===== src/sv/sequence_checked_watchdog_feed_top_assert.svh =====
// ----------------------------------------------------------------------------
// Watchdog feed gate assertion macros
// Shared property wrappers, all clocked on clock and disabled during reset.
// ----------------------------------------------------------------------------
`ifndef SEQUENCE_CHECKED_WATCHDOG_FEED_TOP_ASSERT_SVH
`define SEQUENCE_CHECKED_WATCHDOG_FEED_TOP_ASSERT_SVH

// Same-cycle implication.
`define SCWF_ASSERT_NOW(lbl, ante, cons, msg) \
   lbl: assert property (@(posedge clock) disable iff (reset) (ante) |-> (cons)) \
      else $error(msg);

// Next-cycle implication.
`define SCWF_ASSERT_NEXT(lbl, ante, cons, msg) \
   lbl: assert property (@(posedge clock) disable iff (reset) (ante) |=> (cons)) \
      else $error(msg);

`endif


===== src/sv/scwf_pkg.sv =====
// ----------------------------------------------------------------------------
// Watchdog feed gate package
// Action codes, status codes, register indexes and result field layout.
// ----------------------------------------------------------------------------
package scwf_pkg;

   // Default checkpoint list width
   localparam int CHECKPOINT_BITS_DEF = 8;

   // Field widths
   localparam int ACTION_W   = 4;
   localparam int CP_FIELD_W = 8;
   localparam int STATUS_W   = 3;
   localparam int COUNT_W    = 32;
   localparam int TIMER_W    = 17;
   localparam int MS_W       = 16;
   localparam int CSR_IDX_W  = 3;
   localparam int CSR_DATA_W = 16;

   // Stream data widths, padded to whole bytes
   localparam int REQ_DATA_W = 16;
   localparam int RSP_FIELDS_W = 2 + STATUS_W + 2 * CP_FIELD_W + 4 * COUNT_W + 1;
   localparam int RSP_DATA_W = ((RSP_FIELDS_W + 7) / 8) * 8;

   // Result field positions in rsp_tdata
   localparam int RSP_OP_LSB      = 0;
   localparam int RSP_PULSE_LSB   = 1;
   localparam int RSP_SST_LSB     = 2;
   localparam int RSP_NOW_LSB     = RSP_SST_LSB + STATUS_W;
   localparam int RSP_PREV_LSB    = RSP_NOW_LSB + CP_FIELD_W;
   localparam int RSP_FEEDS_LSB   = RSP_PREV_LSB + CP_FIELD_W;
   localparam int RSP_COMPL_LSB   = RSP_FEEDS_LSB + COUNT_W;
   localparam int RSP_TMO_LSB     = RSP_COMPL_LSB + COUNT_W;
   localparam int RSP_DENY_LSB    = RSP_TMO_LSB + COUNT_W;
   localparam int RSP_RUN_LSB     = RSP_DENY_LSB + COUNT_W;

   // Reset values of the configuration registers
   localparam logic [MS_W-1:0] FEED_INTERVAL_RST = 16'd500;
   localparam logic [MS_W-1:0] SEQ_TIMEOUT_RST   = 16'd5000;

   // Saturation limit of the millisecond timers
   localparam logic [TIMER_W-1:0] TIMER_MAX = {TIMER_W{1'b1}};

   // Action codes
   typedef enum logic [ACTION_W-1:0] {
      ACT_TICK        = 4'd0,
      ACT_SET         = 4'd1,
      ACT_CLEAR       = 4'd2,
      ACT_CHECKED     = 4'd3,
      ACT_PLAIN       = 4'd4,
      ACT_START       = 4'd5,
      ACT_STOP        = 4'd6,
      ACT_SEQ_RESET   = 4'd7,
      ACT_CHECK       = 4'd8,
      ACT_CLEAR_COUNT = 4'd9
   } action_type;

   // Sequence status codes
   typedef enum logic [STATUS_W-1:0] {
      SEQ_OK         = 3'd0,
      SEQ_INCOMPLETE = 3'd1,
      SEQ_TIMEOUT    = 3'd2,
      SEQ_DISABLED   = 3'd3,
      SEQ_NONE       = 3'd4
   } seq_status_type;

   // Configuration register indexes
   typedef enum logic [CSR_IDX_W-1:0] {
      REG_FEED_INTERVAL = 3'd0,
      REG_SEQ_TIMEOUT   = 3'd1,
      REG_CRIT_MASK     = 3'd2,
      REG_AUTO_FEED     = 3'd3,
      REG_MONITOR       = 3'd4
   } reg_index_type;

endpackage


===== src/sv/sequence_checked_watchdog_feed_top.sv =====
// ----------------------------------------------------------------------------
// Sequence-checked watchdog feed gate
// Gates watchdog refreshes on a checkpoint bitmask, with millisecond timers,
// automatic feeding and wrapping event counters.
// ----------------------------------------------------------------------------
//
//   Channel   Direction  Handshake            Payload
//   req_      in         req_tvalid/tready    action, checkpoint_mask
//   rsp_      out        rsp_tvalid/tready    status, checklists, counters
//   csr_      in         csr_valid/ready      register index, write data
//
// One item is taken per cycle while req_tready is high; its result appears in
// the result register on the cycle after the transfer.
// All per-item work is one pass of compare and counter logic from the state
// registers into the result register, which is the only stage.
// The input side stalls only while a result waits and rsp_tready is low, and
// while a configuration write is presented; csr_ready is always high.
// Reset is synchronous and restores every state and configuration register.
// ----------------------------------------------------------------------------
module sequence_checked_watchdog_feed_top #(
   parameter int CHECKPOINT_BITS = scwf_pkg::CHECKPOINT_BITS_DEF
) (
   input  logic                              clock,
   input  logic                              reset,
   // [3:0] action, [11:4] checkpoint_mask, [15:12] zero
   input  logic [scwf_pkg::REQ_DATA_W-1:0]   req_tdata,
   input  logic                              req_tvalid,
   output logic                              req_tready,
   // [0] op_status, [1] feed_pulse, [4:2] seq_status, [12:5] checklist_now,
   // [20:13] checklist_prev, [52:21] feeds_done, [84:53] completes_seen,
   // [116:85] timeouts_seen, [148:117] denials_seen, [149] is_running,
   // [151:150] zero
   output logic [scwf_pkg::RSP_DATA_W-1:0]   rsp_tdata,
   output logic                              rsp_tvalid,
   input  logic                              rsp_tready,
   input  logic                              csr_valid,
   output logic                              csr_ready,
   input  logic [scwf_pkg::CSR_IDX_W-1:0]    csr_index,
   input  logic [scwf_pkg::CSR_DATA_W-1:0]   csr_wdata
);

   // Width of the checklist actually stored
   localparam int CL_W = (CHECKPOINT_BITS < scwf_pkg::CP_FIELD_W) ?
                         CHECKPOINT_BITS : scwf_pkg::CP_FIELD_W;
   localparam int PAD_W = scwf_pkg::RSP_DATA_W - scwf_pkg::RSP_FIELDS_W;

   // Configuration registers
   logic [scwf_pkg::MS_W-1:0]    feed_interval_ff, feed_interval_in;
   logic [scwf_pkg::MS_W-1:0]    seq_timeout_ff, seq_timeout_in;
   logic [CL_W-1:0]              crit_mask_ff, crit_mask_in;
   logic                         auto_en_ff, auto_en_in;
   logic                         mon_en_ff, mon_en_in;

   // Monitor state
   logic                         running_ff, running_in;
   logic                         revoked_ff, revoked_in;
   logic [CL_W-1:0]              checklist_ff, checklist_in;
   logic [CL_W-1:0]              prev_list_ff, prev_list_in;
   logic [scwf_pkg::TIMER_W-1:0] seq_elapsed_ff, seq_elapsed_in;
   logic [scwf_pkg::TIMER_W-1:0] feed_elapsed_ff, feed_elapsed_in;
   logic [scwf_pkg::COUNT_W-1:0] feed_cnt_ff, feed_cnt_in;
   logic [scwf_pkg::COUNT_W-1:0] compl_cnt_ff, compl_cnt_in;
   logic [scwf_pkg::COUNT_W-1:0] tmo_cnt_ff, tmo_cnt_in;
   logic [scwf_pkg::COUNT_W-1:0] deny_cnt_ff, deny_cnt_in;

   // Result register
   logic                         rsp_valid_ff, rsp_valid_in;
   logic [scwf_pkg::RSP_DATA_W-1:0] rsp_data_ff, rsp_data_in;

   // Per-item working signals
   logic                         req_xfer;
   logic                         csr_xfer;
   scwf_pkg::action_type         req_action;
   logic [CL_W-1:0]              req_cp_mask;
   scwf_pkg::seq_status_type     eval_st;
   scwf_pkg::seq_status_type     sst;
   logic                         op_st;
   logic                         pulse;
   logic [scwf_pkg::TIMER_W-1:0] seq_tick;
   logic [scwf_pkg::TIMER_W-1:0] feed_tick;

   // Handshakes
   assign csr_ready  = 1'b1;
   assign csr_xfer   = csr_valid;
   assign req_tready = (!rsp_valid_ff || rsp_tready) && !csr_valid;
   assign req_xfer   = req_tvalid && req_tready;
   assign rsp_tvalid = rsp_valid_ff;
   assign rsp_tdata  = rsp_data_ff;

   // Input field extraction
   assign req_action  = scwf_pkg::action_type'(req_tdata[scwf_pkg::ACTION_W-1:0]);
   assign req_cp_mask = req_tdata[scwf_pkg::ACTION_W +: CL_W];

   // Saturating timer increments for a tick
   assign seq_tick  = (seq_elapsed_ff < scwf_pkg::TIMER_MAX) ?
                      seq_elapsed_ff + 1'b1 : seq_elapsed_ff;
   assign feed_tick = (feed_elapsed_ff < scwf_pkg::TIMER_MAX) ?
                      feed_elapsed_ff + 1'b1 : feed_elapsed_ff;

   // Sequence evaluation shared by checked feed and check
   always_comb begin
      priority if (!mon_en_ff) begin
         eval_st = scwf_pkg::SEQ_DISABLED;
      end else if (seq_elapsed_ff > {1'b0, seq_timeout_ff}) begin
         eval_st = scwf_pkg::SEQ_TIMEOUT;
      end else if ((checklist_ff & crit_mask_ff) == crit_mask_ff) begin
         eval_st = scwf_pkg::SEQ_OK;
      end else begin
         eval_st = scwf_pkg::SEQ_INCOMPLETE;
      end
   end

   // Next state: a configuration write, else an accepted item
   always_comb begin
      feed_interval_in = feed_interval_ff;
      seq_timeout_in   = seq_timeout_ff;
      crit_mask_in     = crit_mask_ff;
      auto_en_in       = auto_en_ff;
      mon_en_in        = mon_en_ff;
      running_in       = running_ff;
      revoked_in       = revoked_ff;
      checklist_in     = checklist_ff;
      prev_list_in     = prev_list_ff;
      seq_elapsed_in   = seq_elapsed_ff;
      feed_elapsed_in  = feed_elapsed_ff;
      feed_cnt_in      = feed_cnt_ff;
      compl_cnt_in     = compl_cnt_ff;
      tmo_cnt_in       = tmo_cnt_ff;
      deny_cnt_in      = deny_cnt_ff;
      sst              = scwf_pkg::SEQ_NONE;
      op_st            = 1'b0;
      pulse            = 1'b0;

      if (csr_xfer) begin
         unique case (csr_index)
            scwf_pkg::REG_FEED_INTERVAL: begin
               feed_interval_in = csr_wdata;
            end
            scwf_pkg::REG_SEQ_TIMEOUT: begin
               seq_timeout_in = csr_wdata;
            end
            scwf_pkg::REG_CRIT_MASK: begin
               crit_mask_in = csr_wdata[CL_W-1:0];
            end
            scwf_pkg::REG_AUTO_FEED: begin
               auto_en_in = csr_wdata[0];
               revoked_in = 1'b0;
            end
            scwf_pkg::REG_MONITOR: begin
               mon_en_in = csr_wdata[0];
               if (csr_wdata[0]) begin
                  prev_list_in   = checklist_ff;
                  checklist_in   = '0;
                  seq_elapsed_in = '0;
               end
            end
            default: begin
            end
         endcase
      end else if (req_xfer) begin
         unique case (req_action)
            scwf_pkg::ACT_TICK: begin
               seq_elapsed_in  = seq_tick;
               feed_elapsed_in = feed_tick;
               if (running_ff && auto_en_ff && !revoked_ff &&
                   feed_tick >= {1'b0, feed_interval_ff}) begin
                  feed_cnt_in     = feed_cnt_ff + 1'b1;
                  feed_elapsed_in = '0;
                  pulse           = 1'b1;
               end
            end
            scwf_pkg::ACT_SET: begin
               if (mon_en_ff) begin
                  if (checklist_ff == '0) begin
                     seq_elapsed_in = '0;
                  end
                  checklist_in = checklist_ff | req_cp_mask;
               end
            end
            scwf_pkg::ACT_CLEAR: begin
               if (mon_en_ff) begin
                  checklist_in = checklist_ff & ~req_cp_mask;
               end
            end
            scwf_pkg::ACT_CHECKED: begin
               if (!running_ff) begin
                  op_st = 1'b1;
               end else begin
                  sst = eval_st;
                  if (eval_st == scwf_pkg::SEQ_INCOMPLETE) begin
                     deny_cnt_in = deny_cnt_ff + 1'b1;
                     op_st       = 1'b1;
                  end else begin
                     if (eval_st == scwf_pkg::SEQ_TIMEOUT) begin
                        tmo_cnt_in = tmo_cnt_ff + 1'b1;
                     end
                     if (eval_st == scwf_pkg::SEQ_OK) begin
                        compl_cnt_in = compl_cnt_ff + 1'b1;
                     end
                     if (eval_st != scwf_pkg::SEQ_DISABLED) begin
                        prev_list_in   = checklist_ff;
                        checklist_in   = '0;
                        seq_elapsed_in = '0;
                     end
                     feed_cnt_in     = feed_cnt_ff + 1'b1;
                     feed_elapsed_in = '0;
                     pulse           = 1'b1;
                  end
               end
            end
            scwf_pkg::ACT_PLAIN: begin
               if (running_ff) begin
                  feed_cnt_in     = feed_cnt_ff + 1'b1;
                  feed_elapsed_in = '0;
                  pulse           = 1'b1;
               end else begin
                  op_st = 1'b1;
               end
            end
            scwf_pkg::ACT_START: begin
               running_in      = 1'b1;
               feed_elapsed_in = '0;
               feed_cnt_in     = '0;
            end
            scwf_pkg::ACT_STOP: begin
               running_in = 1'b0;
               revoked_in = 1'b1;
            end
            scwf_pkg::ACT_SEQ_RESET: begin
               prev_list_in   = checklist_ff;
               checklist_in   = '0;
               seq_elapsed_in = '0;
            end
            scwf_pkg::ACT_CHECK: begin
               sst = eval_st;
               if (eval_st == scwf_pkg::SEQ_TIMEOUT) begin
                  tmo_cnt_in = tmo_cnt_ff + 1'b1;
               end
               if (eval_st == scwf_pkg::SEQ_OK) begin
                  compl_cnt_in = compl_cnt_ff + 1'b1;
               end
            end
            scwf_pkg::ACT_CLEAR_COUNT: begin
               feed_cnt_in = '0;
            end
            default: begin
               op_st = 1'b1;
            end
         endcase
      end
   end

   // Result register: load on an input transfer, drop once taken
   always_comb begin
      rsp_valid_in = rsp_valid_ff;
      rsp_data_in  = rsp_data_ff;
      if (req_xfer) begin
         rsp_valid_in = 1'b1;
         rsp_data_in  = {{PAD_W{1'b0}}, running_in, deny_cnt_in, tmo_cnt_in,
                         compl_cnt_in, feed_cnt_in,
                         scwf_pkg::CP_FIELD_W'(prev_list_in),
                         scwf_pkg::CP_FIELD_W'(checklist_in),
                         sst, pulse, op_st};
      end else if (rsp_tready) begin
         rsp_valid_in = 1'b0;
      end
   end

   // Control and configuration registers
   always_ff @(posedge clock) begin
      if (reset) begin
         feed_interval_ff <= scwf_pkg::FEED_INTERVAL_RST;
         seq_timeout_ff   <= scwf_pkg::SEQ_TIMEOUT_RST;
         crit_mask_ff     <= '1;
         auto_en_ff       <= 1'b1;
         mon_en_ff        <= 1'b1;
         running_ff       <= 1'b0;
         revoked_ff       <= 1'b0;
         checklist_ff     <= '0;
         prev_list_ff     <= '0;
         seq_elapsed_ff   <= '0;
         feed_elapsed_ff  <= '0;
         feed_cnt_ff      <= '0;
         compl_cnt_ff     <= '0;
         tmo_cnt_ff       <= '0;
         deny_cnt_ff      <= '0;
         rsp_valid_ff     <= 1'b0;
      end else begin
         feed_interval_ff <= feed_interval_in;
         seq_timeout_ff   <= seq_timeout_in;
         crit_mask_ff     <= crit_mask_in;
         auto_en_ff       <= auto_en_in;
         mon_en_ff        <= mon_en_in;
         running_ff       <= running_in;
         revoked_ff       <= revoked_in;
         checklist_ff     <= checklist_in;
         prev_list_ff     <= prev_list_in;
         seq_elapsed_ff   <= seq_elapsed_in;
         feed_elapsed_ff  <= feed_elapsed_in;
         feed_cnt_ff      <= feed_cnt_in;
         compl_cnt_ff     <= compl_cnt_in;
         tmo_cnt_ff       <= tmo_cnt_in;
         deny_cnt_ff      <= deny_cnt_in;
         rsp_valid_ff     <= rsp_valid_in;
      end
   end

   // Result payload needs no reset
   always_ff @(posedge clock) begin
      rsp_data_ff <= rsp_data_in;
   end

   // Checks
`include "sequence_checked_watchdog_feed_top_assert.svh"

   // A refresh is only ever reported while the watchdog runs.
   `SCWF_ASSERT_NOW(a_pulse_running,
      rsp_valid_ff && rsp_data_ff[scwf_pkg::RSP_PULSE_LSB],
      rsp_data_ff[scwf_pkg::RSP_RUN_LSB], "feed pulse while stopped")

   // A pending refresh result matches a freshly cleared since-feed timer.
   `SCWF_ASSERT_NOW(a_pulse_timer,
      rsp_valid_ff && rsp_data_ff[scwf_pkg::RSP_PULSE_LSB],
      feed_elapsed_ff == '0, "feed timer not cleared by refresh")

   // No item taken while stopped can refresh the watchdog.
   `SCWF_ASSERT_NEXT(a_stopped_nofeed, req_xfer && !running_ff,
      !rsp_data_ff[scwf_pkg::RSP_PULSE_LSB], "refresh from stopped state")

endmodule

===== config.mk =====
export PLATFORM = sky130hd
export DESIGN_NAME = sequence_checked_watchdog_feed_top
export DESIGN_NICKNAME = d
export VERILOG_FILES = /design/src/sv/scwf_pkg.sv /design/src/sv/sequence_checked_watchdog_feed_top.sv
export VERILOG_INCLUDE_DIRS = /design/src /design/src/sv
export SDC_FILE = /design/constraint.sdc
export NUM_CORES = 1
export LEC_CHECK = 0
export BUFFER_PORTS_ARGS = -buffer_cell sky130_fd_sc_hd__buf_4
export CORE_UTILIZATION = 46
export DETAILED_ROUTE_END_ITERATION = 8
export PLACE_DENSITY = 0.69
export SLEW_MARGIN = 0
export SYNTH_ARGS = -nofsm -noshare
export SYNTH_HDL_FRONTEND = slang
export SYNTH_SLANG_ARGS = --single-unit

===== constraint.sdc =====
create_clock -name clock -period 15.3 [get_ports clock]
set_clock_uncertainty 0.15 [all_clocks]
set_input_delay 0.765 -clock clock [delete_from_list [all_inputs] [get_ports clock]]
set_output_delay 0.765 -clock clock [all_outputs]
set_load 0.05 [all_outputs]

==> out/qor.csv <==
stage;metric;value;unit
routing;First DRT Iteration DRCs;697;
routing;DR vias/cell;5.580;
critical_path;RR Startpoint;feed_elapsed_ff[7];
sta;part of the cycle the worst path needs;0.3543;
routing;final wirelength;41180;µm
sta;Setup TNS;0;ns
floorplanning;Initial Util;0.4678;
global_route;first-pass GRT wire length;65720;µm
sta;Slew headroom;0.1804;
min_path;hold crit path type;register to register;
critical_path;worst-path cell chain;nand4_1 -> nor3_1 -> a31oi_1 -> nand3_1 -> or2_2 -> xnor2_1 -> ha_1 -> a21oi_1 -> o21ai_0 -> a221oi_1 -> nand4b_1 -> a22oi_2 -> a21oi_2 -> buf_4 -> a41oi_1 -> a31oi_1;
critical_path;cells on worst reg2reg path;16;
cts;CTS Hold Buffers Added;0;
yosys;Yosys reg bits;373;
yosys;Synth area leader;edfxtp_1;
cts;CTS root buffer;clkbuf_16;
yosys;syn_area_per_cell;9.831;µm²
run;Max Cap Violations;0;
yosys;synth unique cells;88;
cts;H-tree levels;2;
critical_path;R2R Path End;rsp_tdata[31];
min_path;Hold EP;feed_interval_ff[14];
place;IO Port Bufs;187;
sta;fmax;0.1845;GHz
place;Post-DP HPWL;28700;µm
sta;Hold Vio Cnt, Final;0;
global_route;initial antenna violation count;1;
cts;Clock Latency Late Sink;0.53;ns
floorplanning;die area;38010;µm²
floorplanning;row count;70;
yosys;Post-synth top cells;223 x dfxtp_1, 214 x nand2_1, 150 x edfxtp_1, 124 x a21oi_1, 107 x and2_1;
yosys;ys flop type;dfxtp_1;
critical_path;Crit Path Category;register to register;
cells_and_area;fillcell total;3213;
sta;final setup violation count;0;
routing;Detailed Routing Iterations Pass 1;5;
cts;clk sinks;373;
floorplanning;DIE HEIGHT;195.0;µm
floorplanning;Ports;195;
critical_path;R2R setup slack;9.88;ns
cts;deepest clock path buffer count;3;
yosys;Post-Synthesis Cells;1742;
sta;max-slew violations;0;
run_status;status;finished clean;
min_path;hold wc startpoint;feed_interval_ff[14];
floorplanning;CORE AREA;36610;µm²
power_and_ir_drop;Cell Pwr Density;109.0;nW/µm²
floorplanning;die extent in x;195.0;µm
yosys;cell with the most instances after synthesis;dfxtp_1;
yosys;register area share after synthesis;0.5237;
power_and_ir_drop;peak supply drop;0.06896;mV
routing;routed vias;13390;
sta;Tmin final;5.421;ns
global_route;overall routing resource usage;0.2139;
place;routability congestion estimate from global placement;0.8278;
yosys;Synth Warn #;0;
routing;remaining antenna violation count;0;
yosys;synthesized cell area;17130;µm²
min_path;Cells on Worst Hold Path;2;
critical_path;Slowest Stage Delay on Critical Path;0.75;ns
cells_and_area;layout cells sized above 1;0.1610;
critical_path;CP dominant cell by count;a31oi_1;
yosys;area share of the largest cell type after synthesis;0.2630;
global_route;total grt overflow;0;
critical_path;crit path max fanout;16;
power_and_ir_drop;Leakage Power;7.765;nW
cts;Post-CTS Setup Inserts;0;
cts;CTS Buf Count;41;
yosys;EDFF count, synth;150;
cts;clock-pin slew on the worst setup and hold paths;0.06;ns
yosys;Async SR Flop Fraction;0;
global_route;largest net degree at the start of global routing;93;
cells_and_area;diode count;0;
routing;Remaining DRCs;0;
critical_path;Crit path arrival time;5.51;ns
sta;Worst Slack Setup Final;9.879;ns
sta;RSZ-0062 raised after global routing;false;
global_route;number of global-route vias before repair;12670;
cells_and_area;layout net count;1977;
cells_and_area;synth-to-layout area growth;18.09;%
critical_path;CP startpoint kind;register;
sta;worst slew pin tran;1.227;ns
cts;Gates resized, CTS repair;0;
cts;CTS tree;done;
routing;drt wl/cell;17.16;µm
place;worst slack, placed;9.936;ns
critical_path;Setup crit end kind;register;
critical_path;worst path required time;15.39;ns
critical_path;Max stage delay cell, worst path;a22oi_2;
yosys;Synth area leaders;edfxtp_1 26%, dfxtp_1 26%, nand2_1 4.7%, and2_1 3.9%, a21oi_1 3.6%;
==> worst max-delay path by stage <==
stage	startpoint	to	slack (ns)
2_1_floorplan	rsp_tready	rsp_tdata[48]	7.28
3_3_place_gp	feed_elapsed_ff[7]	rsp_tdata[31]	10.09
3_5_place_dp	feed_elapsed_ff[7]	rsp_tdata[31]	9.94
4_1_cts	feed_elapsed_ff[7]	rsp_tdata[31]	9.94
5_1_grt	feed_elapsed_ff[7]	rsp_tdata[31]	9.41
6_report	feed_elapsed_ff[7]	rsp_tdata[31]	9.88
==> metrics by stage <==
| stage | power [W] | util | hold slack (ns) | instance area (µm²) | cells |
|---|---|---|---|---|---|
| 6_report | 0.002204 | 0.5524 | 0.3070 | 20220 | 2400 |
| 5_1_grt | 0.002277 | 0.5524 | 0.3155 | 20220 | 2400 |
| 4_1_cts | 0.002228 | 0.5521 | 0.3069 | 20210 | 2399 |
| 3_5_place_dp | 0.001242 | 0.5150 | 0.2984 | 18860 | 2323 |
| 3_3_place_gp | 0.001240 | 0.5150 | 0.2948 | 18860 | 2323 |
| 2_1_floorplan | 0.001191 | - | 0.2863 | 17130 | 1743 |
==> placed cells by master (no fill, tap or decap), types with 23 or more instances in the layout <==
cell type and n:
xnor2_1 56, ha_1 38, buf_4 198, and2_1 107
inv_1 70, clkbuf_16 43, o211ai_1 23, xor2_1 46
a21oi_1 124, nand2_1 214, nand3_1 79, dfxtp_1 223
and3_1 42, o21ai_0 40, or3_1 25, edfxtp_1 150
nand4_1 50, nor3_1 35, nor2_1 78
==> report_power, final <==
group / total, W / switching (W) / internal [W]
Combinational: 0.000159 / 0.000119 / 0.0000403
Sequential: 0.00106 / 0.00000867 / 0.00105
Clock: 0.000984 / 0.000398 / 0.000585
==> logic make-up (layout without fill, tap and decap cells) <==
group,after synthesis,in the layout,share of synthesized area
buffers and inverters,159,348,0.03748
AND/OR/NAND/NOR,738,738,0.2281
AO/OA/AOI/OAI,310,310,0.1177
XOR/XNOR,102,102,0.05216
other,2,3,0.0004385
multiplexers,20,20,0.01271
adder cells (fa/ha/maj),38,38,0.02776
flip-flops,373,373,0.5237
==> state kept, by name, summed over array words and instances (netlist names), 16 cells and up <==
name and cells:
rsp_tdata 150, compl_cnt_ff 32, deny_cnt_ff 32, feed_cnt_ff 32, tmo_cnt_ff 32, feed_elapsed_ff 17
seq_elapsed_ff 17, feed_interval_ff 16, seq_timeout_ff 16
==> worst max-delay path, delay by kind of cell (launching register included) <==
kind	cells	cell delay, ns
buffers and inverters	1	0.31
flip-flops	1	0.42
AND/OR/NAND/NOR	5	1.47
adder cells (fa/ha/maj)	1	0.28
XOR/XNOR	1	0.14
AO/OA/AOI/OAI	8	2.37
==> metal layers <==
metal,track usage,share of wire,vias up
met1,0.2847,0.45,6384
met5,0,0,-
met4,0.07145,0.025,0
met3,0.03765,0.053,74
met2,0.3513,0.47,356
li1,-,-,6579
==> cell type report <==
cell class                 instances  area, µm²  area share
sequential                       373       8969      0.4435
multi-input combinational       1211       7536      0.3726
timing repair buffer             199       1498     0.07405
clock buffer                      54       1157     0.05723
tap                              468      585.6     0.02895
inverter                          73      279.0     0.01380
clock inverter                    22      200.2    0.009899
Power figures use the tool's default switching activity.
